File: config.mk
export PLATFORM = sky130hd
export DESIGN_NAME = imufd_front
export DESIGN_NICKNAME = d
export VERILOG_FILES = /design/src/hdl/imufd_pkg.sv /design/src/hdl/imufd_front.sv
export SDC_FILE = /design/constraint.sdc
export NUM_CORES = 1
export LEC_CHECK = 0
export BUFFER_PORTS_ARGS = -buffer_cell sky130_fd_sc_hd__buf_2
export CORE_MARGIN = 4
export CORE_UTILIZATION = 30
export CTS_CLUSTER_SIZE = 20
export DETAILED_ROUTE_END_ITERATION = 12
export PLACE_DENSITY = 0.54
export SYNTH_ARGS = -nofsm -noshare
export SYNTH_HDL_FRONTEND = slang
export SYNTH_SLANG_ARGS = --single-unit
File: constraint.sdc
create_clock -name clk -period 2.7 [get_ports clk]
set_input_delay 0 -clock clk [delete_from_list [all_inputs] [get_ports clk]]
set_output_delay 0 -clock clk [all_outputs]
set_load 0.01 [all_outputs]
File: src/hdl/imufd_pkg.sv
// imufd_pkg: shared types and constants for the IMU frame checksum decoder.
// No dependencies; imported by every other file of the block.
package imufd_pkg;

    localparam int BODY_BYTES     = 10;
    localparam int PAYLOAD_BYTES  = 8;
    localparam int QUEUE_DEPTH_DEF = 2;

    localparam logic [7:0] HEADER_BYTE = 8'h55;
    localparam logic [7:0] TYPE_ACCEL  = 8'h51;
    localparam logic [7:0] TYPE_RATE   = 8'h52;
    localparam logic [7:0] TYPE_ANGLE  = 8'h53;

    localparam int AXIS_W = 20;
    localparam int TEMP_W = 17;

    // temperature: floor((128*raw + 85) / 170) + 9280, divided by reciprocal
    localparam int          TEMP_DIV     = 170;
    localparam logic [24:0] TEMP_BIAS    = 25'd4194665;   // 85 + 170*24674
    localparam logic [24:0] TEMP_RECIP   = 25'd25264513;  // floor(2^32 / 170)
    localparam logic [16:0] TEMP_OFFSET  = 17'd15394;     // 24674 - 9280

    typedef enum logic [1:0] {
        KIND_ACCEL   = 2'd0,
        KIND_RATE    = 2'd1,
        KIND_ANGLE   = 2'd2,
        KIND_UNKNOWN = 2'd3
    } kind_t;

    typedef struct packed {
        logic               sum_ok;
        kind_t              kind;
        logic signed [15:0] raw_x;
        logic signed [15:0] raw_y;
        logic signed [15:0] raw_z;
        logic signed [15:0] raw_t;
    } imufd_frame_t;

endpackage

File: src/hdl/imufd_front.sv
// imufd_front: byte parser; hunts the header, sums the frame, collects payload.
// Depends on imufd_pkg. Pushes one frame record per checksum byte.
module imufd_front
    import imufd_pkg::*;
(
    input  logic         clk,
    input  logic         rst_n,
    input  logic         in_valid,
    input  logic [7:0]   in_byte,
    output logic         in_ready,
    input  logic         q_full,
    output logic         push,
    output imufd_frame_t push_frame
);

    logic [3:0]  idx_reg, idx_next;
    logic [7:0]  sum_reg, sum_next;
    logic [7:0]  type_reg, type_next;
    logic [7:0]  payload_reg [PAYLOAD_BYTES];
    logic        accept;
    logic        pay_we;
    logic [2:0]  pay_addr;
    logic [3:0]  idx_off;
    kind_t       kind;

    assign in_ready = !((idx_reg == 4'(BODY_BYTES)) && q_full);
    assign accept   = in_valid && in_ready;
    assign idx_off  = idx_reg - 4'd2;
    assign pay_addr = idx_off[2:0];

    always_comb
    begin
        unique case (type_reg)
            TYPE_ACCEL: kind = KIND_ACCEL;
            TYPE_RATE:  kind = KIND_RATE;
            TYPE_ANGLE: kind = KIND_ANGLE;
            default:    kind = KIND_UNKNOWN;
        endcase
    end

    always_comb
    begin
        idx_next  = idx_reg;
        sum_next  = sum_reg;
        type_next = type_reg;
        pay_we    = 1'b0;
        push      = 1'b0;
        if (accept)
        begin
            if (idx_reg == 4'd0)
            begin
                if (in_byte == HEADER_BYTE)
                begin
                    sum_next = in_byte;
                    idx_next = 4'd1;
                end
            end
            else if (idx_reg == 4'd1)
            begin
                type_next = in_byte;
                sum_next  = sum_reg + in_byte;
                idx_next  = 4'd2;
            end
            else if (idx_reg < 4'(BODY_BYTES))
            begin
                pay_we   = 1'b1;
                sum_next = sum_reg + in_byte;
                idx_next = idx_reg + 4'd1;
            end
            else
            begin
                push     = 1'b1;
                idx_next = 4'd0;
            end
        end
    end

    assign push_frame.sum_ok = (sum_reg == in_byte);
    assign push_frame.kind   = kind;
    assign push_frame.raw_x  = {payload_reg[1], payload_reg[0]};
    assign push_frame.raw_y  = {payload_reg[3], payload_reg[2]};
    assign push_frame.raw_z  = {payload_reg[5], payload_reg[4]};
    assign push_frame.raw_t  = {payload_reg[7], payload_reg[6]};

    always_ff @(posedge clk or negedge rst_n)
    begin
        if (!rst_n)
        begin
            idx_reg  <= 4'd0;
            sum_reg  <= 8'd0;
            type_reg <= 8'd0;
        end
        else
        begin
            idx_reg  <= idx_next;
            sum_reg  <= sum_next;
            type_reg <= type_next;
        end
    end

    always_ff @(posedge clk)
    begin
        if (pay_we)
        begin
            payload_reg[pay_addr] <= in_byte;
        end
    end

endmodule

* After elaboration in Yosys (flattened, before gate mapping) *
Memory sizes are Yosys's and may differ from the RTL's.
Index checks and enable logic that the tools add are counted.

storage, ports and cells
  output and inout bits = 69
  input bits = 12
  logic and storage cells = 44
  register bits after elaboration = 20
  RAM bits = 64
  memories kept = 1

memory list
  memory       depth  width  read ports  clocked after memory_dff  wr ports  line               text
  payload_reg  8      8      8           0                         1         imufd_front.sv:19  logic [7:0] payload_reg [PAYLOAD_BYTES];

cells by class
  bitwise gates (word level) = 1
  magnitude comparators = 1
  add/sub/neg operators = 3
  eq/ne operators = 8
  reductions and logical operators = 8
  muxes and demuxes = 19

operators with widths
  operator               count
  $eq A8 B7 Y1 const B   4
  $mux W8                4
  $mux W4                4
  $mux W1                10
  $add A8 B8 Y8          1
  $eq A8 B8 Y1           1
  $pmux W2 S3            1
  $reduce_and A3 Y1      2
  $add A4 B1 Y4 const B  1
  $eq A4 B1 Y1 const B   1
  $eq A4 B4 Y1 const B   1
  $logic_not A4 Y1       1
  $lt A4 B4 Y1 const B   1
  $reduce_bool A3 Y1     1
  $sub A3 B2 Y3 const B  1
  $logic_and A1 B1 Y1    2
  $ne A2 B1 Y1 const B   1
  $reduce_and A2 Y1      1
  $logic_not A1 Y1       1
  $not A1 Y1             1

* Logic depth before layout (Yosys ltp) *
  word-level depth = 7
  gate-level depth with buffers = 11
  gate-level depth less buffers = 9

* Worst setup path before layout *
Ideal clock, no wire load.

  path kind = register -> register
  start point = reg idx_reg[0]
  end point = mem payload_reg[7][0] (enable)
  buffers on the path = 0
  slack = 475 ps
  arrival time = 1841 ps
  data required time = 2317 ps
  setup time = 383 ps
  cell stages (with the launch flop) = 8
  cells stage by stage = dfrtp_1 inv_1 ha_1 nand4b_1 nand2_1 nor2_1 nand2_1 nor3_1

between the ends
  cells in the longest elaborated chain, start to end = 7
  elaborated cells between the ends (all ways) = 14
  those cells by class = add/sub: 1; order compare: 1; eq/ne: 2; mux: 6; reduce/logical: 4

ends and longest elaborated chain
  what                           line                text
  from (decl)                    imufd_front.sv:16   logic [3:0] idx_reg, idx_next;
  from (signal assigned)         imufd_front.sv:95   idx_reg <= idx_next;
  $eq A4 B4 Y1                   imufd_front.sv:26   assign in_ready = !((idx_reg == 4'(BODY_BYTES)) && q_full);
  $logic_and A1 B1 Y1            imufd_front.sv:26
  $logic_not A1 Y1               imufd_front.sv:26
  net in_ready                   imufd_front.sv:10   output logic in_ready,
  $logic_and A1 B1 Y1            imufd_front.sv:27   assign accept = in_valid && in_ready;
  $mux W1                        imufd_front.sv:48   if (accept)
  $mux W1                        imufd_front.sv:103  if (pay_we)
  $mux W1 (implied by the code)  imufd_front.sv:105  payload_reg[pay_addr] <= in_byte;
  to (decl)                      imufd_front.sv:19

The timed path passes the listed nets, and every way through them passes these cells.

* Worst setup path after layout *
  start point = reg idx_reg[2]
  end point = mem payload_reg[0][5] (enable)

between the ends
  cells in the longest elaborated chain, start to end = 7
  elaborated cells between the ends (all ways) = 14
  those cells by class = add/sub: 1; order compare: 1; eq/ne: 2; mux: 6; reduce/logical: 4

ends and longest elaborated chain
  what                                                   line
  $lt A4 B4 Y1 / $eq A4 B4 Y1 (equally long branches)    imufd_front.sv:64, imufd_front.sv:26
  $mux W1 / $logic_and A1 B1 Y1 (equally long branches)  imufd_front.sv:64, imufd_front.sv:26
  $mux W1 / $logic_not A1 Y1 (equally long branches)     imufd_front.sv:58, imufd_front.sv:26
  $mux W1 / $logic_and A1 B1 Y1 (equally long branches)  imufd_front.sv:50, imufd_front.sv:27
  $mux W1                                                imufd_front.sv:48
  $mux W1                                                imufd_front.sv:103
  $mux W1 (implied by the code)                          imufd_front.sv:105

Several ways; a longest one is shown, not always the timed one.

==> summary.md <==
| Metric | Value |
|---|---|
| Top post-synthesis cells by area | edfxtp_1, dfrtp_1, ha_1 |
| Total power after layout | between 4 and 5 mW |
| Die W | 114 um |
| DRT Wirelength | 7.41 mm |
| Number of top-level pins | between 80 and 90 |
| Worst VDD drop | 0.268 mV |
| Synth area leader | edfxtp_1 |
| Routed length per instance | around 16 um |
| CP cell instances | o21ai_0 -> o31ai_1 -> nor2_1 -> nand2_1 -> nor2_1 |
| CTS tree | yes |
| Worst hold-check slack | roughly 59 ps |
| Syn Inst Count | approximately 220 |
| Area fraction of the dominant cell type after synthesis | between 50 and 60% |
| Crit-path slowest cell | dfrtp_1 |
| Crit. End Element | register |
| Via density | 4.64 |
| Synthesized area | about 3400 um2 |
| Layout area overhead | 23.7% |
| Global-route wire length before repair | 11.4 mm |
| Antenna Cells | 0 |
| Final cycle utilization of the critical path | 83.6% |
| DIE HEIGHT | 114 um |
| Pins over their slew limit | 0 |
| Post-synth ARST share | approximately a quarter |
| CTS Sinks | 84 |
| Synth warn | 0 |
| P_leak | 1.63 nW |
| Reg2reg start | idx_reg[2]$_DFFE_PN0P_ |
| Total CTS buffers | 9 |
| Via count | about 2100 |
| Seq/Total Area, Yosys | 72.2% |
| Crit-path max FO | 13 |
| Synthesized Nets | 248 |
| DIE AREA | roughly 13000 um2 |
| Clock buffer depth | 2 |
| Cell count of the worst reg-to-reg path | 5 |
| Antenna-violating nets left | 0 |
| Ys flop type | edfxtp_1 |
| Post-synth EDFFs | 64 |
| Register area | about 2400 um2 |
| Vias in the first global route | approximately 2000 |
| CP most frequent cell | nor2_1 |
| Hold wc startpoint | in_byte[6] |
| Synth top cells by count | edfxtp_1, nor2_1, dfrtp_1, nand2_1, ha_1 |
| Worst-margin pin slew | ~620 ps |
| Pre-antenna DRT Iters | 4 |
| Global route total overflow | 0 |
| Worst r2r dst | payload_reg[0][5]$_DFFE_PP_ |
| Hold Path Sink | payload_reg[7][6]$_DFFE_PP_ |
| Root Buffer Master | clkbuf_8 |
| Footprint of the multi-input gates | between 800 and 900 um2 |
| Required @ worst endpoint | ~2700 ps |
| Yosys cell types | between 40 and 50 |
| Most numerous cell in the Yosys netlist | edfxtp_1 |
| Minimum clock period | roughly 2300 ps |
| F_max | about 0.44 GHz |
| Hold path depth | 1 |
| Number of flip-flops under the largest register name | 64 |
| CP Data Arrival Time | 2230 ps |
| Core footprint | between 10000 and 15000 um2 |
| Outcome | finished clean |
| Max-Cap Viols | 0 |
| Post-route DRC | 0 |
| IO buf count | 80 |
| Critical path class | register to register |
| Avg Cell Area, Syn | 15.0 um2 |
| Largest net degree at the start of global routing | 21 |
| Total GRT Usage | 11.9% |
| Final-stage net count | 340 |
| Worst min path class | input pin to register |
| Final hold vios | 0 |
| Initial antenna violation count | 0 |
| DP HPWL | around 5 mm |
| Worst slew margin | about three fifths |
| Largest stage delay, worst path | 510 ps |
| Number of synthesized register bits | 84 |
| Clk pin slew, worst setup/hold paths | roughly 80 ps |
| Setup TNS | 0 ps |
| Worst reg2reg setup slack | between 400 and 500 ps |
| Final setup fails | 0 |
| PwrDens | slightly below 1000 nW/um2 |
| H-tree levels | 3 |
| Number of fill cells in the layout | between 1000 and 1500 |
| Starting Density | between 30% and 40% |
| Post_cts resized | 0 |
| Unrepaired setup endpoints after global routing | no |
| Share of cells above drive strength 1 | about a third |
| Critical path's top delay family | simple AND/OR/NAND/NOR gates |
| CP bufs+invs | 0 |
| Worst-Skew Late Latency | approximately 340 ps |
| Drt first-iter violations | approximately 120 |
| GP Congestion | between 0.8 and 0.9 |
| Worst setup SP type | register |
| Fin util | a little under two fifths |
| Setup Skew | roughly 8.5 ps |
| # rows | 38 |
==> power breakdown <==
part,internal [mW],leakage (nW),switching (mW)
Clock,0.521,0.101,0.425
Sequential,1.68,0.815,0.158
Combinational,0.530,0.715,0.714
==> placed cells by master (no fill, tap or decap), types with 4 or more instances in the layout <==
master | Yosys | final
mux2_2 | 7 | 7
nand2_1 | 18 | 18
o21ai_0 | 7 | 7
edfxtp_1 | 64 | 64
a31oi_1 | 4 | 4
a21oi_1 | 8 | 8
buf_2 | 0 | 80
ha_1 | 11 | 11
a211oi_1 | 4 | 4
buf_4 | 0 | 7
inv_1 | 8 | 8
nor2_1 | 21 | 21
nor3_1 | 5 | 5
clkbuf_8 | 0 | 9
dfrtp_1 | 20 | 20
==> stage by stage <==
stage          std cells  area, um2  setup WS [ps]
2_1_floorplan        224       3350            475
3_3_place_gp         444       3920            530
3_5_place_dp         444       3920            516
4_1_cts              461       4150            491
5_1_grt              461       4150            212
6_report             461       4150            444
==> kinds of logic after synthesis <==
family | count (synthesis) | share of synthesized area, %
and+or+nand+nor | 61 | 8.92
AOI/OAI and AO/OA | 39 | 7.50
adders and majority gates | 12 | 4.70
DFF | 84 | 72.2
xor gates and xnor gates | 5 | 1.31
buffers and inverters | 15 | 2.69
muxes | 8 | 2.65
==> worst max path at each step <==
stage                           start                     endpoint  slack, ps  cells after the start
2_1_floorplan  idx_reg[0]$_DFFE_PN0P_  payload_reg[7][0]$_DFFE_PP_        480                      7
3_3_place_gp   idx_reg[2]$_DFFE_PN0P_  payload_reg[0][1]$_DFFE_PP_        530                      5
3_5_place_dp   idx_reg[2]$_DFFE_PN0P_  payload_reg[0][4]$_DFFE_PP_        520                      5
4_1_cts        idx_reg[2]$_DFFE_PN0P_  payload_reg[0][5]$_DFFE_PP_        490                      5
5_1_grt        idx_reg[2]$_DFFE_PN0P_  payload_reg[0][5]$_DFFE_PP_        210                      5
6_report       idx_reg[2]$_DFFE_PN0P_  payload_reg[0][5]$_DFFE_PP_        440                      5
==> final cells by class <==
type / instances / area share, %
sequential: 84 / 58.4
multi-input combinational: 125 / 20.3
timing repair buffer: 88 / 11.2
tap: 140 / 4.22
clock buffer: 10 / 3.08
clock inverter: 6 / 2.11
inverter: 8 / 0.724
==> repair_timing <==
item / CTS / global route
hold buffers: 1 / 0
buffers inserted: 0 / 0
hold endpoints to repair: 20 / 0
==> per-layer routing <==
| metal | up-vias | GRT usage [%] | routed length [um] |
|---|---|---|---|
| li1 | 1015 | - | - |
| met1 | 1045 | 15.6 | 3200 |
| met2 | 74 | 18.1 | 3460 |
| met3 | 7 | 4.56 | 702 |
| met4 | 0 | 4.49 | 46 |
| met5 | - | 0 | 0 |
Note: power is estimated with default switching activity, not from simulation.
