### src/hdl/imufd_pkg.sv
// imufd_pkg: shared types and constants for the IMU frame checksum decoder.
// No dependencies; imported by every other file of the block.
package imufd_pkg;

    localparam int BODY_BYTES     = 10;
    localparam int PAYLOAD_BYTES  = 8;
    localparam int QUEUE_DEPTH_DEF = 2;

    localparam logic [7:0] HEADER_BYTE = 8'h55;
    localparam logic [7:0] TYPE_ACCEL  = 8'h51;
    localparam logic [7:0] TYPE_RATE   = 8'h52;
    localparam logic [7:0] TYPE_ANGLE  = 8'h53;

    localparam int AXIS_W = 20;
    localparam int TEMP_W = 17;

    // temperature: floor((128*raw + 85) / 170) + 9280, divided by reciprocal
    localparam int          TEMP_DIV     = 170;
    localparam logic [24:0] TEMP_BIAS    = 25'd4194665;   // 85 + 170*24674
    localparam logic [24:0] TEMP_RECIP   = 25'd25264513;  // floor(2^32 / 170)
    localparam logic [16:0] TEMP_OFFSET  = 17'd15394;     // 24674 - 9280

    typedef enum logic [1:0] {
        KIND_ACCEL   = 2'd0,
        KIND_RATE    = 2'd1,
        KIND_ANGLE   = 2'd2,
        KIND_UNKNOWN = 2'd3
    } kind_t;

    typedef struct packed {
        logic               sum_ok;
        kind_t              kind;
        logic signed [15:0] raw_x;
        logic signed [15:0] raw_y;
        logic signed [15:0] raw_z;
        logic signed [15:0] raw_t;
    } imufd_frame_t;

endpackage

### src/hdl/imufd_back.sv
// imufd_back: three-stage scaler from raw words to Q.8 results, with output register.
// Depends on imufd_pkg. Whole pipe holds while the output item is stalled.
module imufd_back
    import imufd_pkg::*;
(
    input  logic                     clk,
    input  logic                     rst_n,
    input  logic                     head_valid,
    input  imufd_frame_t             head_frame,
    output logic                     pop,
    output logic                     out_valid,
    input  logic                     out_ready,
    output logic                     out_sum_ok,
    output logic [1:0]               out_kind,
    output logic signed [AXIS_W-1:0] out_x,
    output logic signed [AXIS_W-1:0] out_y,
    output logic signed [AXIS_W-1:0] out_z,
    output logic signed [TEMP_W-1:0] out_temp
);

    logic en;

    // stage 1: kind-dependent product plus rounding bias, temperature numerator
    logic               s1_valid_reg;
    logic               s1_sum_ok_reg;
    kind_t              s1_kind_reg;
    logic signed [24:0] s1_p_reg [3];
    logic [23:0]        s1_m_reg;

    // stage 2: rounded axes, reciprocal quotient estimate
    logic                     s2_valid_reg;
    logic                     s2_sum_ok_reg;
    kind_t                    s2_kind_reg;
    logic signed [AXIS_W-1:0] s2_axis_reg [3];
    logic [23:0]              s2_m_reg;
    logic [15:0]              s2_q_reg;

    // output register
    logic                     out_valid_reg;
    logic                     out_sum_ok_reg;
    kind_t                    out_kind_reg;
    logic signed [AXIS_W-1:0] out_axis_reg [3];
    logic signed [TEMP_W-1:0] out_temp_reg;

    logic signed [15:0] raw [3];
    logic signed [24:0] p_next [3];
    logic signed [24:0] m_wide;
    logic signed [24:0] raw_t_ext;
    logic [48:0]        q_prod;
    logic [23:0]        q_times_div;
    logic [23:0]        rem;
    logic [15:0]        q_fix;
    logic signed [TEMP_W-1:0] temp_next;

    assign en  = !out_valid_reg || out_ready;
    assign pop = head_valid && en;

    assign raw[0] = head_frame.raw_x;
    assign raw[1] = head_frame.raw_y;
    assign raw[2] = head_frame.raw_z;

    always_comb
    begin
        for (int i = 0; i < 3; i++)
        begin
            unique case (head_frame.kind)
                KIND_ACCEL: p_next[i] = 25'(raw[i]) + 25'sd4;
                KIND_RATE:  p_next[i] = 25'(raw[i]) * 25'sd125 + 25'sd4;
                KIND_ANGLE: p_next[i] = 25'(raw[i]) * 25'sd45 + 25'sd16;
                default:    p_next[i] = '0;
            endcase
        end
    end

    assign raw_t_ext = 25'(head_frame.raw_t);
    assign m_wide    = (raw_t_ext <<< 7) + $signed(TEMP_BIAS);

    assign q_prod      = 49'(s1_m_reg) * 49'(TEMP_RECIP);
    assign q_times_div = 24'(s2_q_reg) * 24'(TEMP_DIV);
    assign rem         = s2_m_reg - q_times_div;
    assign q_fix       = (rem >= 24'(TEMP_DIV)) ? s2_q_reg + 16'd1 : s2_q_reg;
    assign temp_next   = $signed({1'b0, q_fix} - TEMP_OFFSET);

    always_ff @(posedge clk or negedge rst_n)
    begin
        if (!rst_n)
        begin
            s1_valid_reg  <= 1'b0;
            s2_valid_reg  <= 1'b0;
            out_valid_reg <= 1'b0;
        end
        else if (en)
        begin
            s1_valid_reg  <= head_valid;
            s2_valid_reg  <= s1_valid_reg;
            out_valid_reg <= s2_valid_reg;
        end
    end

    always_ff @(posedge clk)
    begin
        if (en)
        begin
            s1_sum_ok_reg <= head_frame.sum_ok;
            s1_kind_reg   <= head_frame.kind;
            s1_m_reg      <= m_wide[23:0];
            for (int i = 0; i < 3; i++)
            begin
                s1_p_reg[i] <= p_next[i];
            end

            s2_sum_ok_reg <= s1_sum_ok_reg;
            s2_kind_reg   <= s1_kind_reg;
            s2_m_reg      <= s1_m_reg;
            s2_q_reg      <= q_prod[47:32];
            for (int i = 0; i < 3; i++)
            begin
                unique case (s1_kind_reg) inside
                    KIND_ACCEL, KIND_RATE: s2_axis_reg[i] <= AXIS_W'(s1_p_reg[i] >>> 3);
                    KIND_ANGLE:            s2_axis_reg[i] <= AXIS_W'(s1_p_reg[i] >>> 5);
                    default:               s2_axis_reg[i] <= '0;
                endcase
            end

            out_sum_ok_reg <= s2_sum_ok_reg;
            out_kind_reg   <= s2_kind_reg;
            out_temp_reg   <= temp_next;
            for (int i = 0; i < 3; i++)
            begin
                out_axis_reg[i] <= s2_axis_reg[i];
            end
        end
    end

    assign out_valid  = out_valid_reg;
    assign out_sum_ok = out_sum_ok_reg;
    assign out_kind   = out_kind_reg;
    assign out_x      = out_axis_reg[0];
    assign out_y      = out_axis_reg[1];
    assign out_z      = out_axis_reg[2];
    assign out_temp   = out_temp_reg;

endmodule

### config.mk
export PLATFORM = sky130hd
export DESIGN_NAME = imufd_back
export DESIGN_NICKNAME = d
export VERILOG_FILES = /design/src/hdl/imufd_pkg.sv /design/src/hdl/imufd_back.sv
export SDC_FILE = /design/constraint.sdc
export NUM_CORES = 2
export LEC_CHECK = 0
export ABC_AREA = 1
export BUFFER_PORTS_ARGS = -buffer_cell sky130_fd_sc_hd__buf_4
export CAP_MARGIN = 25
export CORE_UTILIZATION = 45
export CTS_CLUSTER_SIZE = 8
export DETAILED_ROUTE_END_ITERATION = 10
export HOLD_SLACK_MARGIN = 0.15
export PLACE_DENSITY_LB_ADDON = 0.1
export SETUP_SLACK_MARGIN = 0.5
export SLEW_MARGIN = 10
export SYNTH_ARGS = -nofsm -noshare
export SYNTH_HDL_FRONTEND = slang
export SYNTH_SLANG_ARGS = --single-unit
### constraint.sdc
create_clock -name clk -period 6.5 [get_ports clk]
set_input_delay 0.325 -clock clk [delete_from_list [all_inputs] [get_ports clk]]
set_output_delay 0.325 -clock clk [all_outputs]
set_load 0.01 [all_outputs]
Word-level counts from Yosys, hierarchy flattened:

Memories as Yosys holds them, arrays and structs flattened.
Cells that the tools add are included.

* RAM bits: 195
* logic and storage cells: 76
* latch bits: 0
* bits in read-only memories: 0
* memories kept: 3
* register bits: 93

* eq/ne operators: 4
* multipliers: 8
* reduce and logical (&&, ||, !) cells: 7
* $lt $le $gt $ge: 1
* div/mod/pow operators: 0
* shift operators: 0
* add/subtract/negate cells: 13
* bitwise gates (word level): 6
* mux-type cells: 21

Memories
* s1_p_reg: depth 3, width 25, rd ports 3, clocked after Yosys merged registers in 0, write ports 3, RTL line imufd_back.sv:27 `logic signed [24:0] s1_p_reg [3];`
* out_axis_reg: depth 3, width 20, rd ports 3, clocked after Yosys merged registers in 0, write ports 3, RTL line imufd_back.sv:42 `logic signed [AXIS_W-1:0] out_axis_reg [3];`
* s2_axis_reg: depth 3, width 20, rd ports 3, clocked after Yosys merged registers in 0, write ports 3, RTL line imufd_back.sv:34 `logic signed [AXIS_W-1:0] s2_axis_reg [3];`

Operators by type and width (count)
* $pmux W25 S3: 3
* $mux W20: 6
* $mul A16 B7 Y23 const B: 4
* $add A24 B4 Y25 const B: 3
* $add A23 B6 Y24 const B: 3
* $mul A16 B8 Y24 const B: 3
* $add A16 B4 Y17 const B: 3
* $mul A24 B25 Y48 const B: 1
* $add A23 B24 Y24 const B: 1
* $ge A24 B8 Y1 const B: 1
* $sub A24 B24 Y24: 1
* $sub A16 B14 Y17 const B: 1
* $add A16 B1 Y16 const B: 1
* $mux W16: 1
* $mux W1: 11
* $or A1 B1 Y1: 6
* $eq A2 B1 Y1 const B: 2
* $eq A2 B2 Y1 const B: 2
* $logic_not A2 Y1: 2
* $reduce_or A3 Y1: 1
* $reduce_or A2 Y1: 1
* $logic_and A1 B1 Y1: 1
* $logic_not A1 Y1: 1
* $logic_or A1 B1 Y1: 1

Depth between registers and ports, before layout:

* word-level depth: 7
* gate-level depth with buffers: 49

Least setup slack after synthesis:

OpenSTA, ideal clock, no wires.

* path kind: register to register
* from: reg s2_q_reg[3]
* to: reg out_temp_reg[15] (netlist: out_temp[15]) (data pin)
* stages on the path, launching flop included: 45
* path buffers: 0
* arrival: 6.090 ns
* path slack: 0.158 ns
* required time: 6.248 ns
* path through: edfxtp_1 ha_1 fa_1 ha_1 inv_1 fa_1 inv_1 ha_1 inv_1 nor3_1 nand2_1 o211ai_1 nand3_1 nand2_1 nand3_1 nand2_1 nand3_1 nand2_1 [... 9 more ...] nand2_1 inv_1 nand3b_1 nand3_1 nand3_1 nand2_1 nand3_2 nor2_4 nand4_4 o21ai_1 inv_1 ha_1 nand3_1 nand2_1 nand2_1 nand2_1 nand3_1 nand2_1

* cells in the longest elaborated chain, start to end: 5
* elaborated cells on any way between the ends: 6
* those cells by class: 3 x add/sub; 1 x mul; 1 x order compare; 1 x mux

Ends and longest elaborated chain
* from (decl): RTL line imufd_back.sv:36 `logic [15:0] s2_q_reg;`
* from (signal assigned): RTL line imufd_back.sv:115 `s2_q_reg <= q_prod[47:32];`
* $mul A16 B7 Y23: RTL line imufd_back.sv:79 `assign q_times_div = 24'(s2_q_reg) * 24'(TEMP_DIV);`
* $sub A24 B24 Y24: RTL line imufd_back.sv:80 `assign rem = s2_m_reg - q_times_div;`
* $ge A24 B8 Y1: RTL line imufd_back.sv:81 `assign q_fix = (rem >= 24'(TEMP_DIV)) ? s2_q_reg + 16'd1 : s2_q_reg;`
* $mux W16 *: RTL line imufd_back.sv:81
* $sub A16 B14 Y17 *: RTL line imufd_back.sv:82 `assign temp_next = $signed({1'b0, q_fix} - TEMP_OFFSET);`
* named net temp_next[15]: RTL line imufd_back.sv:53 `logic signed [TEMP_W-1:0] temp_next;`
* to (signal assigned): RTL line imufd_back.sv:127 `out_temp_reg <= temp_next;`
* to (decl): RTL line imufd_back.sv:43 `logic signed [TEMP_W-1:0] out_temp_reg;`

Mark *: on every way through the listed nets, which the timed path passes. The rest lies on a longest branch.
A chain may end at the register's enable or synchronous reset.

Final worst setup path:

* from: reg s2_q_reg[3]
* to: reg out_temp_reg[11] (netlist: out_temp[11]) (data pin)

Same word-level chain as after synthesis.

==> impl_metrics.ini <==
[place]
dp_hpwl_mm = 66.7
io_buffers = 152
place.gp.congestion = 0.893
place_ws_ns = -0.0291
place_inst = 4626

[clock_network]
root_buffer = clkbuf_16
clk_pin_slew_ns = 0.06
cts.htree.levels = 2
cts_buffer_depth = 3
tritoncts.num_buffers = 41
cts_tree = built
cts_sinks = 265
clk_latency_ns = 0.58

[synth]
syn_nets = 4473
synth_area_um2 = 32700
yosysWarningCount = 0
synth-main-ff-cell = edfxtp_1
synth_cell_types = 52
ys_seq_area_frac = 0.243
synth_edf_count = 262
ys_ff_latch = 265
syn_inst = 3509
avgSynthCellArea_um2 = 9.32
async_flop_share = 0.0113

[timing]
fin_skew_ns = 0.0303
finalCriticalPeriod_ns = 6.48
hold_viol = 0
relSlewSlack = 0.350
fin_ws_ns = 0.0213
finalMaxSlewViolations = 0
setup_viol = 0
period_share = 0.997
worstMarginPinSlew_ns = 0.972
fin_setup_tns_ns = 0
fmax_mhz = 154
rsz0062_at_grt = yes

[job]
maxCapViolCount = 0

[floorplanning]
rows = 98
die_area_um2 = 73800
die_h_um = 272
coreArea_um2 = 71700
initial_utilization = 0.456
dieWidth_um = 272
ios = 153

[drt]
wl_per_cell_um = 17.3
drt_iter0_markers = 1089
top_layer = met5
wl_met1_mm = 36.6
vias_per_cell = 5.12
dr_total_vias = 24215
firstDrtPassIters = 5
met3_length_mm = 2.79
drc = 0
antenna_left = 0
wirelength_mm = 81.8
route.met2.wl_mm = 40.4

[global_routing]
grt_util_all_layers = 0.227
grt_max_degree = 121
grt_pass1_wl_mm = 131
antenna_found_initial = 2
grt_remaining_overflow = 0
grt_pass1_vias = 24891

[run_status]
status = complete, no violations

[cells_and_area]
n_antenna_cell = 0
largest_reg_flops = 66
drive_above_1_share = 0.114
fill_cells = 6729
area_growth_pct = 14.2
final_nets = 4732
stdcell_count = 4733

[setup_path]
max_stage_delay_ns = 0.52
worst-setup-path-type = reg2reg
path_max_fanout = 8
worstSetupStartpointType = flip-flop
critical-path-slowest-cell = fa_1
critPathCaptureType = flip-flop
regToRegSetupSlack_ns = 0.02
cp.required_ns = 6.81
crit_top_cell = nand2_1
cp.arrival_ns = 6.79

[hold_path]
hold_path.class = in2reg
==> through the flow <==
step	hold WS (ns)	util	cell area, um^2
CTS	0.169	0.516	37000
global placement	0.118	0.493	35400
floorplan	0.0294	-	32800
global route	0.200	0.521	37400
finish	0.212	0.521	37400
detailed placement	0.119	0.493	35400
==> logic make-up (layout without fill, tap and decap cells) <==
logic type               Yosys count  after routing  share of synthesized area
AND/OR/NAND/NOR                  917            917                      0.121
adder cells (fa/ha/maj)          893            893                      0.420
buffers and inverters            775           1049                     0.0894
AO/OA/AOI/OAI                    541            541                     0.0948
flip-flops                       265            265                      0.243
XOR/XNOR                         118            118                     0.0318
==> layout make-up <==
class / instances / area [um^2] / share of cell area
Sequential cell: 265 / 7940 / 0.213
Tap cell: 950 / 1190 / 0.0318
Inverter: 744 / 2800 / 0.0750
Multi-Input combinational cell: 2469 / 22300 / 0.597
Clock inverter: 8 / 88.8 / 0.00238
Clock buffer: 50 / 1070 / 0.0286
Timing Repair Buffer: 247 / 1980 / 0.0530
==> cell usage in the layout, fill, tap and decap left out, drive strengths merged, types with 3 or more instances in the layout <==
cell / netlist / routed
o221ai: 22 / 22
edfxtp: 262 / 262
a31oi: 10 / 10
a21o: 6 / 6
buf: 2 / 227
dfrtp: 3 / 3
inv: 740 / 743
o211ai: 20 / 20
a21oi: 230 / 230
o22ai: 48 / 48
o21a: 8 / 8
fa: 342 / 342
clkinv: 4 / 7
nand3b: 9 / 9
or2: 25 / 25
nand2: 520 / 520
o311ai: 6 / 6
o31ai: 6 / 6
nor3: 24 / 24
nor2: 150 / 150
a21boi: 13 / 13
xor2: 88 / 88
ha: 551 / 551
o21bai: 8 / 8
o21ai: 159 / 159
nand4: 17 / 17
xnor2: 30 / 30
clkbuf: 29 / 51
dlygate4sd3: 0 / 19
nor4: 4 / 4
nand3: 163 / 163
==> path summary, 6_finish.rpt <==
kind                                                       to  cells past startpoint                        start
worst max-delay path                   out_temp[11]$_DFFE_PN_                     41        s2_q_reg[3]$_DFFE_PN_
worst min register to register  out_axis_reg[0][42]$_DFFE_PN_                      0  s2_axis_reg[2][2]$_DFFE_PP_
max in group asynchronous            s2_valid_reg$_DFFE_PN0N_                      3                        rst_n
worst max register to register         out_temp[11]$_DFFE_PN_                     41        s2_q_reg[3]$_DFFE_PN_
min in group asynchronous            s1_valid_reg$_DFFE_PN0N_                      3                        rst_n
worst min-delay path                   s1_m_reg[12]$_DFFE_PN_                      3                head_frame[5]
==> critical path: cells and delay by family, from the launching register on <==
kind / cells / cell delay [ns]
xor gates and xnor gates: 1 / 0.14
adders and majority gates: 6 / 2.21
and+or+nand+nor: 23 / 1.96
DFF: 1 / 0.51
buffers and inverters: 5 / 0.46
AOI/OAI and AO/OA: 6 / 0.91
==> timing repair <==
action,CTS,global route
hold buffers,19,0
pin swaps,41,42
gates resized for setup,42,47
buffers inserted,14,15
endpoints found under the hold margin,21,0
setup endpoints to repair,15,21
gates cloned,0,1
==> metal layers <==
layer,up-vias,GRT usage
li1,12107,-
met5,-,0
met2,400,0.396
met4,2,0.0668
met1,11613,0.297
met3,93,0.0229
==> synth_stat cells, types with 3 or more instances <==
library cell    n  share of area
clkbuf_1       29         0.0033
o31ai_1         6         0.0014
xnor2_1        30         0.0080
nor2_2          7         0.0013
nand2_1       501          0.057
o22ai_1        48         0.0092
nand3b_1        9         0.0021
nor2_1        141          0.016
o221ai_1       22         0.0059
or2_2          25         0.0048
fa_1          342           0.21
nor4_1          4        0.00076
a21boi_0       12         0.0028
o21ai_1         7         0.0011
a31oi_1        10         0.0019
nand3_1       161          0.025
dfrtp_1         3         0.0023
o311ai_0        6         0.0016
nand2_2        19         0.0036
ha_1          551           0.21
edfxtp_1      262           0.24
nor3_1         22         0.0034
a21oi_1       227          0.035
inv_1         734          0.084
o21bai_1        7         0.0016
o21ai_0       148          0.023
o211ai_1       20         0.0046
nand4_1        15         0.0029
clkinv_1        4        0.00046
xor2_1         87          0.023
inv_2           6        0.00069
o21a_1          8         0.0018
o21ai_2         4         0.0011
a21o_1          6         0.0014
Power is not shown: default switching activity piles up to over one toggle a cycle in this logic, so the estimate is an artifact.
