<file path="src/hdl/imufd_pkg.sv">
// imufd_pkg: shared types and constants for the IMU frame checksum decoder.
// No dependencies; imported by every other file of the block.
package imufd_pkg;

    localparam int BODY_BYTES     = 10;
    localparam int PAYLOAD_BYTES  = 8;
    localparam int QUEUE_DEPTH_DEF = 2;

    localparam logic [7:0] HEADER_BYTE = 8'h55;
    localparam logic [7:0] TYPE_ACCEL  = 8'h51;
    localparam logic [7:0] TYPE_RATE   = 8'h52;
    localparam logic [7:0] TYPE_ANGLE  = 8'h53;

    localparam int AXIS_W = 20;
    localparam int TEMP_W = 17;

    // temperature: floor((128*raw + 85) / 170) + 9280, divided by reciprocal
    localparam int          TEMP_DIV     = 170;
    localparam logic [24:0] TEMP_BIAS    = 25'd4194665;   // 85 + 170*24674
    localparam logic [24:0] TEMP_RECIP   = 25'd25264513;  // floor(2^32 / 170)
    localparam logic [16:0] TEMP_OFFSET  = 17'd15394;     // 24674 - 9280

    typedef enum logic [1:0] {
        KIND_ACCEL   = 2'd0,
        KIND_RATE    = 2'd1,
        KIND_ANGLE   = 2'd2,
        KIND_UNKNOWN = 2'd3
    } kind_t;

    typedef struct packed {
        logic               sum_ok;
        kind_t              kind;
        logic signed [15:0] raw_x;
        logic signed [15:0] raw_y;
        logic signed [15:0] raw_z;
        logic signed [15:0] raw_t;
    } imufd_frame_t;

endpackage

</file>
<file path="src/hdl/imufd_queue.sv">
// imufd_queue: small FIFO of frame records between parser and scaler.
// Depends on imufd_pkg for the record type.
module imufd_queue
    import imufd_pkg::*;
#(
    parameter int DEPTH = QUEUE_DEPTH_DEF
)
(
    input  logic         clk,
    input  logic         rst_n,
    input  logic         push,
    input  imufd_frame_t push_frame,
    output logic         full,
    input  logic         pop,
    output logic         head_valid,
    output imufd_frame_t head_frame
);

    localparam int AW = (DEPTH > 1) ? $clog2(DEPTH) : 1;
    localparam int CW = $clog2(DEPTH + 1);

    imufd_frame_t    mem_reg [DEPTH];
    logic [AW-1:0]   wr_ptr_reg, rd_ptr_reg;
    logic [CW-1:0]   count_reg;
    logic            do_push, do_pop;

    assign full       = (count_reg == CW'(DEPTH));
    assign head_valid = (count_reg != '0);
    assign head_frame = mem_reg[rd_ptr_reg];
    assign do_push    = push && !full;
    assign do_pop     = pop && head_valid;

    always_ff @(posedge clk or negedge rst_n)
    begin
        if (!rst_n)
        begin
            wr_ptr_reg <= '0;
            rd_ptr_reg <= '0;
            count_reg  <= '0;
        end
        else
        begin
            if (do_push)
            begin
                wr_ptr_reg <= (wr_ptr_reg == AW'(DEPTH - 1)) ? '0 : wr_ptr_reg + 1'b1;
            end
            if (do_pop)
            begin
                rd_ptr_reg <= (rd_ptr_reg == AW'(DEPTH - 1)) ? '0 : rd_ptr_reg + 1'b1;
            end
            if (do_push && !do_pop)
            begin
                count_reg <= count_reg + 1'b1;
            end
            else if (do_pop && !do_push)
            begin
                count_reg <= count_reg - 1'b1;
            end
        end
    end

    always_ff @(posedge clk)
    begin
        if (do_push)
        begin
            mem_reg[wr_ptr_reg] <= push_frame;
        end
    end

endmodule

</file>
<file path="config.mk">
export PLATFORM = sky130hd
export DESIGN_NAME = imufd_queue
export DESIGN_NICKNAME = d
export VERILOG_FILES = /design/src/hdl/imufd_pkg.sv /design/src/hdl/imufd_queue.sv
export SDC_FILE = /design/constraint.sdc
export NUM_CORES = 1
export LEC_CHECK = 0
export BUFFER_PORTS_ARGS = -buffer_cell sky130_fd_sc_hd__buf_2
export CORE_MARGIN = 2
export CORE_UTILIZATION = 45
export CTS_BUF_LIST = sky130_fd_sc_hd__clkbuf_8
export DETAILED_ROUTE_END_ITERATION = 6
export HOLD_SLACK_MARGIN = 0.15
export PLACE_DENSITY = 0.71
export RECOVER_POWER = 25
export SETUP_SLACK_MARGIN = 0.2
export SYNTH_ARGS = -nofsm -noshare
export SYNTH_HDL_FRONTEND = slang
export SYNTH_SLANG_ARGS = --single-unit
</file>
<file path="constraint.sdc">
create_clock -name clk -period 6.18 [get_ports clk]
set_input_delay 1.236 -clock clk [delete_from_list [all_inputs] [get_ports clk]]
set_output_delay 1.236 -clock clk [all_outputs]
set_load 0.01 [all_outputs]
</file>
Word-level counts from Yosys, hierarchy flattened --
Memories as Yosys holds them, arrays and structs flattened. Index checks and enable logic that the tools add are counted.
Storage, ports and cells: memory bits (writable) 134, memories 1, output and inout port bits 69, register bits 4, input bits 71, word-level logic and storage cells 24
Memories:
- mem_reg | words 2, bits a word 67, read ports 1, clocked after Yosys merged registers in 0, write ports 1, line imufd_queue.sv:22 | imufd_frame_t mem_reg [DEPTH];
Operators by class: reduce and logical (&&, ||, !) cells 9, multiplexer cells 6, eq/ne operators 1, add/subtract/negate cells 4
Operators with widths (count):
- $logic_and A1 B1 Y1 | 4
- $mux W1 | 4
- $mux W2 | 2
- $reduce_bool A2 Y1 | 2
- $logic_not A1 Y1 | 3
- $add A1 B1 Y1 const B | 2
- $add A2 B1 Y2 const B | 1
- $eq A2 B2 Y1 const B | 1
- $sub A2 B1 Y2 const B | 1

Depth between registers and ports, before layout --
Gate-level depths: netlist of the first run.
word-level depth 7, gate-level depth with buffers 7, mapped depth without buffers 7

Least setup slack after synthesis of the first run --
OpenSTA, ideal clock, no wires.
path kind input to register, start point input push, end point memory mem_reg[0][0] (netlist name), enable pin, path buffers 0, required time 5688 ps, path slack 1563 ps, stages 2, library setup time 492 ps, arrival time 4125 ps, cells stage by stage nand2_1 nor2_1
Between the ends: word-level cells in the longest chain between the ends 3
Ends and longest elaborated chain:
- start, declared | line imufd_queue.sv:11 | input logic push,
- $logic_and A1 B1 Y1 | line imufd_queue.sv:30 | assign do_push = push && !full;
- $mux W1 | line imufd_queue.sv:64 | if (do_push)
- $mux W1 (implied by the code) | line imufd_queue.sv:66 | mem_reg[wr_ptr_reg] <= push_frame;
- end, declared | line imufd_queue.sv:22
Every way passes these cells.

==> summary.md, run 1 <==
| Metric | Value |
|---|---|
| Routability cong. | 0.6906 |
| R2R depth | 4 |
| Core area | 10980 sq um |
| Max Buffers Root-to-Sink | 2 |
| Leakage power figure | 2.420 nW |
| Final Cycle Share | 0.5463 |
| Final worst path period need | 3.376 ns |
| Syn Area/Cell | 22.47 sq um |
| Clock Sinks | 138 |
| Pin count of the biggest net entering global routing | 69 |
| IO buf count | 139 |
| RSZ-0062 raised after global routing | false |
| Diodes inserted | 0 |
| DR WL/cell | 15.62 um |
| TritonRoute pass-1 iters | 5 |
| WHS Endpoint | count_reg[1] |
| Reg-to-Reg End | mem_reg[0][15] |
| PD cells | 461.5 nW/um^2 |
| Max Freq | 296.2 MHz |
| Iteration-0 DRC Markers | 80 |
| Worst rel slew slack | 0.3240 |
| GRT Resource Usage Total | 0.1399 |
| Count of cell types in the netlist | 16 |
| Synth-to-layout area growth | 22.98% |
| DP HPWL | 5321 um |
| Setup TNS Final | 0 ns |
| Post-Layout Cell Count | 532 |
| Post-synth design cell area | 5124 sq um |
| CTS Buf Count | 17 |
| Vias in the first global route | 2676 |
| DR vias | 2564 |
| Yosys top cell area share | 0.7853 |
| Nature of the critical path startpoint | register |
| #FFs+latches synth | 138 |
| Number of core rows | 38 |
| Hold Buf Count CTS | 0 |
| Remaining global-route overflow | 0 |
| Post-synth net total | 300 |
| Area after DPL | 5946 sq um |
| Die height | 110.7 um |
| CP Capture Type | primary output |
| Die width | 110.7 um |
| Hold WS | 0.4979 ns |
| VDD IR max | 0.3740 mV |
| Max-Cap Viols | 0 |
| CP arrival | 2.14 ns |
| First-pass GRT wire length | 13080 um |
| Insertion delay to the later sink of the worst-skew pair | 0.42 ns |
| Die ar. | 12260 sq um |
| Max reg flops | 134 |
| Yosys top cell by area | edfxtp_1 |
| Slew Limit Fails | 0 |
| Final Hold Fails | 0 |
| Post-CTS sizing | 0 |
| Fin util | 0.5737 |
| Syn Inst Count | 228 |
| Clk slew on worst S/H paths | 0.07 ns |
| R2r setup slk | 3.77 ns |
| Worst EP required | 4.94 ns |
| WS Path Type | register to primary output |
| Clock H-tree levels | 4 |
| DRT Wirelength | 8311 um |
| Routed Antenna Nets | 0 |
| Syn. warnings | 0 |
| Worst Hold Path Cells | 1 |
| Worst slack at placement | 3.010 ns |
| Max Fanout on Critical Path | 68 |
| Initial antenna violation count | 0 |
| Placed cell count | 500 |
| Sequential fraction of the synthesis area | 0.8049 |
| Status | finished clean |
| Number of top-level pins | 140 |
| Min-Delay Path Class | register to register |
| Worst r2r src | count_reg[0] |
| Final #Nets | 451 |
| Count of final setup violators | 0 |
| Initial Util | 0.4665 |
| Commonest cells after routing, fill and taps aside | 134 x edfxtp_1, 121 x buf_2, 47 x mux2_2 |
| Most common cell after layout, fill and taps aside | edfxtp_1 |
| Routed vias/inst | 4.820 |
| Layout cells sized above 1 | 0.5561 |
| DRC | 0 |
| CTS tree | built |
| Design Area, Final | 6301 sq um |
| Post-CTS Setup Inserts | 0 |
| Skew final | 0.01030 ns |
| Area contributors post-synth | edfxtp_1 79%, mux2_2 10%, mux2_4 5.9%, dfrtp_1 2.0%, buf_8 0.59% |
| Pwr Total | 2.908 mW |
| Hold Startpoint | count_reg[1] |
| Worst-margin pin slew | 1.014 ns |
| Root buffer cell | clkbuf_8 |
| Final WS setup | 2.804 ns |
## layout make-up
class / instances / area [sq um]
Inverter: 2 / 7.507
Timing Repair Buffer: 140 / 680.7
Tap cell: 140 / 175.2
Multi-Input combinational cell: 80 / 932.1
Sequential cell: 138 / 4128
Fill cell: 880 / 4682
Clock inverter: 9 / 61.31
Clock buffer: 23 / 316.6
## worst max path at each step
stage                from        endpoint  depth (start not counted)
3_3_place_gp         push  mem_reg[0][37]                          4
2_1_floorplan        push   mem_reg[0][0]                          2
6_report       rd_ptr_reg  head_frame[52]                          2
3_5_place_dp         push  mem_reg[0][38]                          4
4_1_cts        rd_ptr_reg  head_frame[52]                          2
5_1_grt        rd_ptr_reg  head_frame[52]                          2
## synthesized netlist by cell type
library cell	n
edfxtp_1	134
ha_1	1
buf_2	4
and3_1	1
or2_2	1
nand2_1	2
xor2_1	2
nand2b_1	1
xnor2_1	3
nor2_1	2
mux2_4	20
inv_1	2
buf_8	2
mux2_2	47
dfrtp_1	4
buf_6	2
## report_power, final
group | total, mW | switching (mW) | leakage [nW] | internal (mW)
Clock | 0.677 | 0.305 | 0.221 | 0.373
Sequential | 1.43 | 0.146 | 1.29 | 1.28
Combinational | 0.802 | 0.378 | 0.909 | 0.424
Total | 2.91 | 0.829 | 2.42 | 2.08
## logic make-up (layout without fill, tap and decap cells)
group	count (synthesis)	after routing	share of synthesized area
buf+inv	10	174	0.01563
fa+ha+maj	1	1	0.002442
xor+xnor	5	5	0.008549
mux	67	67	0.1619
flops	138	138	0.8049
simple gates	7	7	0.006597
## worst max-delay path, cell delays in order, from the launching register on
cell and delay, ns:
dfrtp_4 1.10, mux2_2 0.43, buf_2 0.14
## layer usage
layer / GRT usage / routed length (um)
met1: 0.1605 / 3440
met2: 0.2303 / 4118
met3: 0.06452 / 654
met4: 0.05250 / 97
met5: 0 / 0
Power figures use the tool's default switching activity.
==> inputs of run 2 (changes only) <==
--- a/config.mk
+++ b/config.mk
@@ -5,6 +5,7 @@
 export SDC_FILE = /design/constraint.sdc
 export NUM_CORES = 1
 export LEC_CHECK = 0
+export ABC_AREA = 1
 export BUFFER_PORTS_ARGS = -buffer_cell sky130_fd_sc_hd__buf_2
 export CORE_MARGIN = 2
 export CORE_UTILIZATION = 45
==> constraint.sdc (replaced) <==
create_clock -name clk -period 3.2 [get_ports clk]
set_input_delay 0.64 -clock clk [delete_from_list [all_inputs] [get_ports clk]]
set_output_delay 0.64 -clock clk [all_outputs]
set_load 0.01 [all_outputs]
==> summary.md, run 2 <==
| Metric | Value |
|---|---|
| Number of core rows | 38 |
| Initial Util | 0.4672 |
| Worst EP required | 2.56 ns |
| Die width | 110.6 um |
| Remaining global-route overflow | 0 |
| Root buffer cell | clkbuf_8 |
| #FFs+latches synth | 138 |
| Core area | 10940 sq um |
| Final worst path period need | 2.452 ns |
| Fillers | 937 |
| Top cell types by occurrence after synthesis | 212 x nand2_1, 134 x edfxtp_1, 9 x buf_2 |
| Top-count cell post-synth | nand2_1 |
| DR WL/cell | 14.41 um |
| Routed Antenna Nets | 0 |
| Post-synth EDFFs | 134 |
| IO buf count | 139 |
| Skew final | 0.008082 ns |
| WHS Endpoint | mem_reg[1][31] |
| Die ar. | 12220 sq um |
| Post-synth design cell area | 5109 sq um |
| Synth-to-layout area growth | 21.77% |
| Sequential fraction of the synthesis area | 0.8072 |
| Area contributors post-synth | edfxtp_1 79%, nand2_1 16%, dfrtp_1 2.0%, buf_2 0.88%, buf_6 0.88% |
| Commonest cells after routing, fill and taps aside | 212 x nand2_1, 134 x edfxtp_1, 109 x buf_2 |
| Iteration-0 DRC Markers | 150 |
| Insertion delay to the later sink of the worst-skew pair | 0.40 ns |
| Main synth FF type | edfxtp_1 |
| Layout cells sized above 1 | 0.2638 |
| VDD IR max | 0.4204 mV |
| Die height | 110.6 um |
| Footprint of the multi-input gates | 857.1 sq um |
| Vias in the first global route | 3143 |
| Clock H-tree levels | 4 |
| Worst rel slew slack | 0.5156 |
| Syn Inst Count | 382 |
| Initial antenna violation count | 1 |
| Routed vias/inst | 4.666 |
| Routability cong. | 0.8325 |
| Status | finished clean |
| Clock Sinks | 138 |
| Fin util | 0.5689 |
| Final Cycle Share | 0.7661 |
| Worst-margin pin slew | 0.7266 ns |
| Yosys top cell area share | 0.7877 |
| Hold Startpoint | push_frame[31] |
| DP HPWL | 6444 um |
| Yosys top cell by area | edfxtp_1 |
| Placed cell count | 651 |
| DR vias | 3187 |
| Hold Buf Count CTS | 1 |
| Final Hold Fails | 0 |
| Leakage power figure | 2.649 nW |
| GRT Resource Usage Total | 0.1627 |
| Sequential cell area | 4125 sq um |
| Count of cell types in the netlist | 14 |
| Post-Layout Cell Count | 683 |
| PD cells | 885.2 nW/um^2 |
| Clk slew on worst S/H paths | 0.07 ns |
| DRC | 0 |
| Setup TNS Final | 0 ns |
| RSZ-0062 raised after global routing | false |
| Worst Hold Path Cells | 1 |
| Min-Delay Path Class | input pin to register |
| Slew Limit Fails | 0 |
| Max Fanout on Critical Path | 37 |
| R2R depth | 6 |
| R2r setup slk | 1.36 ns |
| Syn. warnings | 0 |
| Max Freq | 407.9 MHz |
| WS Path Type | register to primary output |
| Post-synth net total | 454 |
| Pwr Total | 5.507 mW |
| Reg-to-Reg End | mem_reg[0][25] |
| Max reg flops | 134 |
| CTS tree | built |
| Post-CTS sizing | 0 |
| Number of top-level pins | 140 |
| Async SR Flop Fraction | 0.02899 |
| CP Capture Type | primary output |
| Post-CTS Setup Inserts | 0 |
| Syn Area/Cell | 13.37 sq um |
| Most common cell after layout, fill and taps aside | nand2_1 |
| Worst r2r src | count_reg[1] |
| Nature of the critical path startpoint | register |
| DRT Wirelength | 9845 um |
| CP arrival | 1.81 ns |
| First-pass GRT wire length | 15410 um |
| CTS Buf Count | 17 |
| Pin count of the biggest net entering global routing | 69 |
| Max-Cap Viols | 0 |
| Final #Nets | 603 |
| TritonRoute pass-1 iters | 4 |
| Max Buffers Root-to-Sink | 2 |
| Count of final setup violators | 0 |
run 2: cell count changes in the layout (fill, tap and decap cells not counted), sizes merged, moves of 3 or more:
cell,before,now
mux2,67,0
clkinvlp,0,3
clkinv,1,8
nand2,2,212
clkbuf,41,47
buf,122,114
run 2: final cells by class:
type / count / area share
antenna: 1 / 0.0004023
clock buffer: 17 / 0.03761
clock inverter: 13 / 0.01066
inverter: 8 / 0.004827
multi-input combinational: 221 / 0.1378
sequential: 138 / 0.6631
tap: 140 / 0.02816
timing repair buffer: 145 / 0.1175
run 2: power by group:
part	switching [mW]	internal (mW)
Sequential	0.0962	2.46
Combinational	1.24	0.612
Clock	0.589	0.504
run 2: cells by family (layout without fill, tap and decap cells):
logic type / after synthesis / in the layout / synth area share
flip-flops: 138 / 138 / 0.8073
AO/OA/AOI/OAI: 1 / 1 / 0.0009787
buffers and inverters: 23 / 183 / 0.02645
AND/OR/NAND/NOR: 218 / 218 / 0.1612
other: 0 / 1 / 0
adder cells (fa/ha/maj): 1 / 1 / 0.002449
XOR/XNOR: 1 / 1 / 0.001715
run 2: worst max-delay path by stage:
stage / startpoint / end / cells past startpoint
after CTS: rd_ptr_reg / head_frame[4] / 5
after global routing: rd_ptr_reg / head_frame[12] / 5
after floorplan: push / mem_reg[1][0] / 2
after global placement: rd_ptr_reg / head_frame[4] / 5
final: rd_ptr_reg / head_frame[4] / 5
after detailed placement: push / mem_reg[0][16] / 6
run 2: per-stage QoR:
stage | area [sq um] | hold WS [ns] | worst slack, ns
floorplan | 5111 | 0.3444 | 0.2727
global placement | 5946 | 0.4526 | 1.164
detailed placement | 5946 | 0.4572 | 1.118
CTS | 6256 | 0.3947 | 0.7031
global route | 6218 | 0.3786 | 0.5938
finish | 6221 | 0.4232 | 0.7485
run 2: worst max-delay path, cell delays in order (launching register included):
cell and delay (ns):
dfrtp_2 0.41, inv_2 0.43, buf_12 0.27, nand2_1 0.07, nand2_1 0.09, buf_2 0.13
run 2: per-layer routing:
layer / global-route usage / vias to the layer above / share of wire / wire length (um)
met3: 0.07025 / 4 / 0.086 / 847
li1: - / 1578 / - / -
met2: 0.2519 / 120 / 0.47 / 4616
met1: 0.2064 / 1485 / 0.44 / 4322
met4: 0.05667 / 0 / 0.0060 / 59
met5: 0 / - / 0 / 0
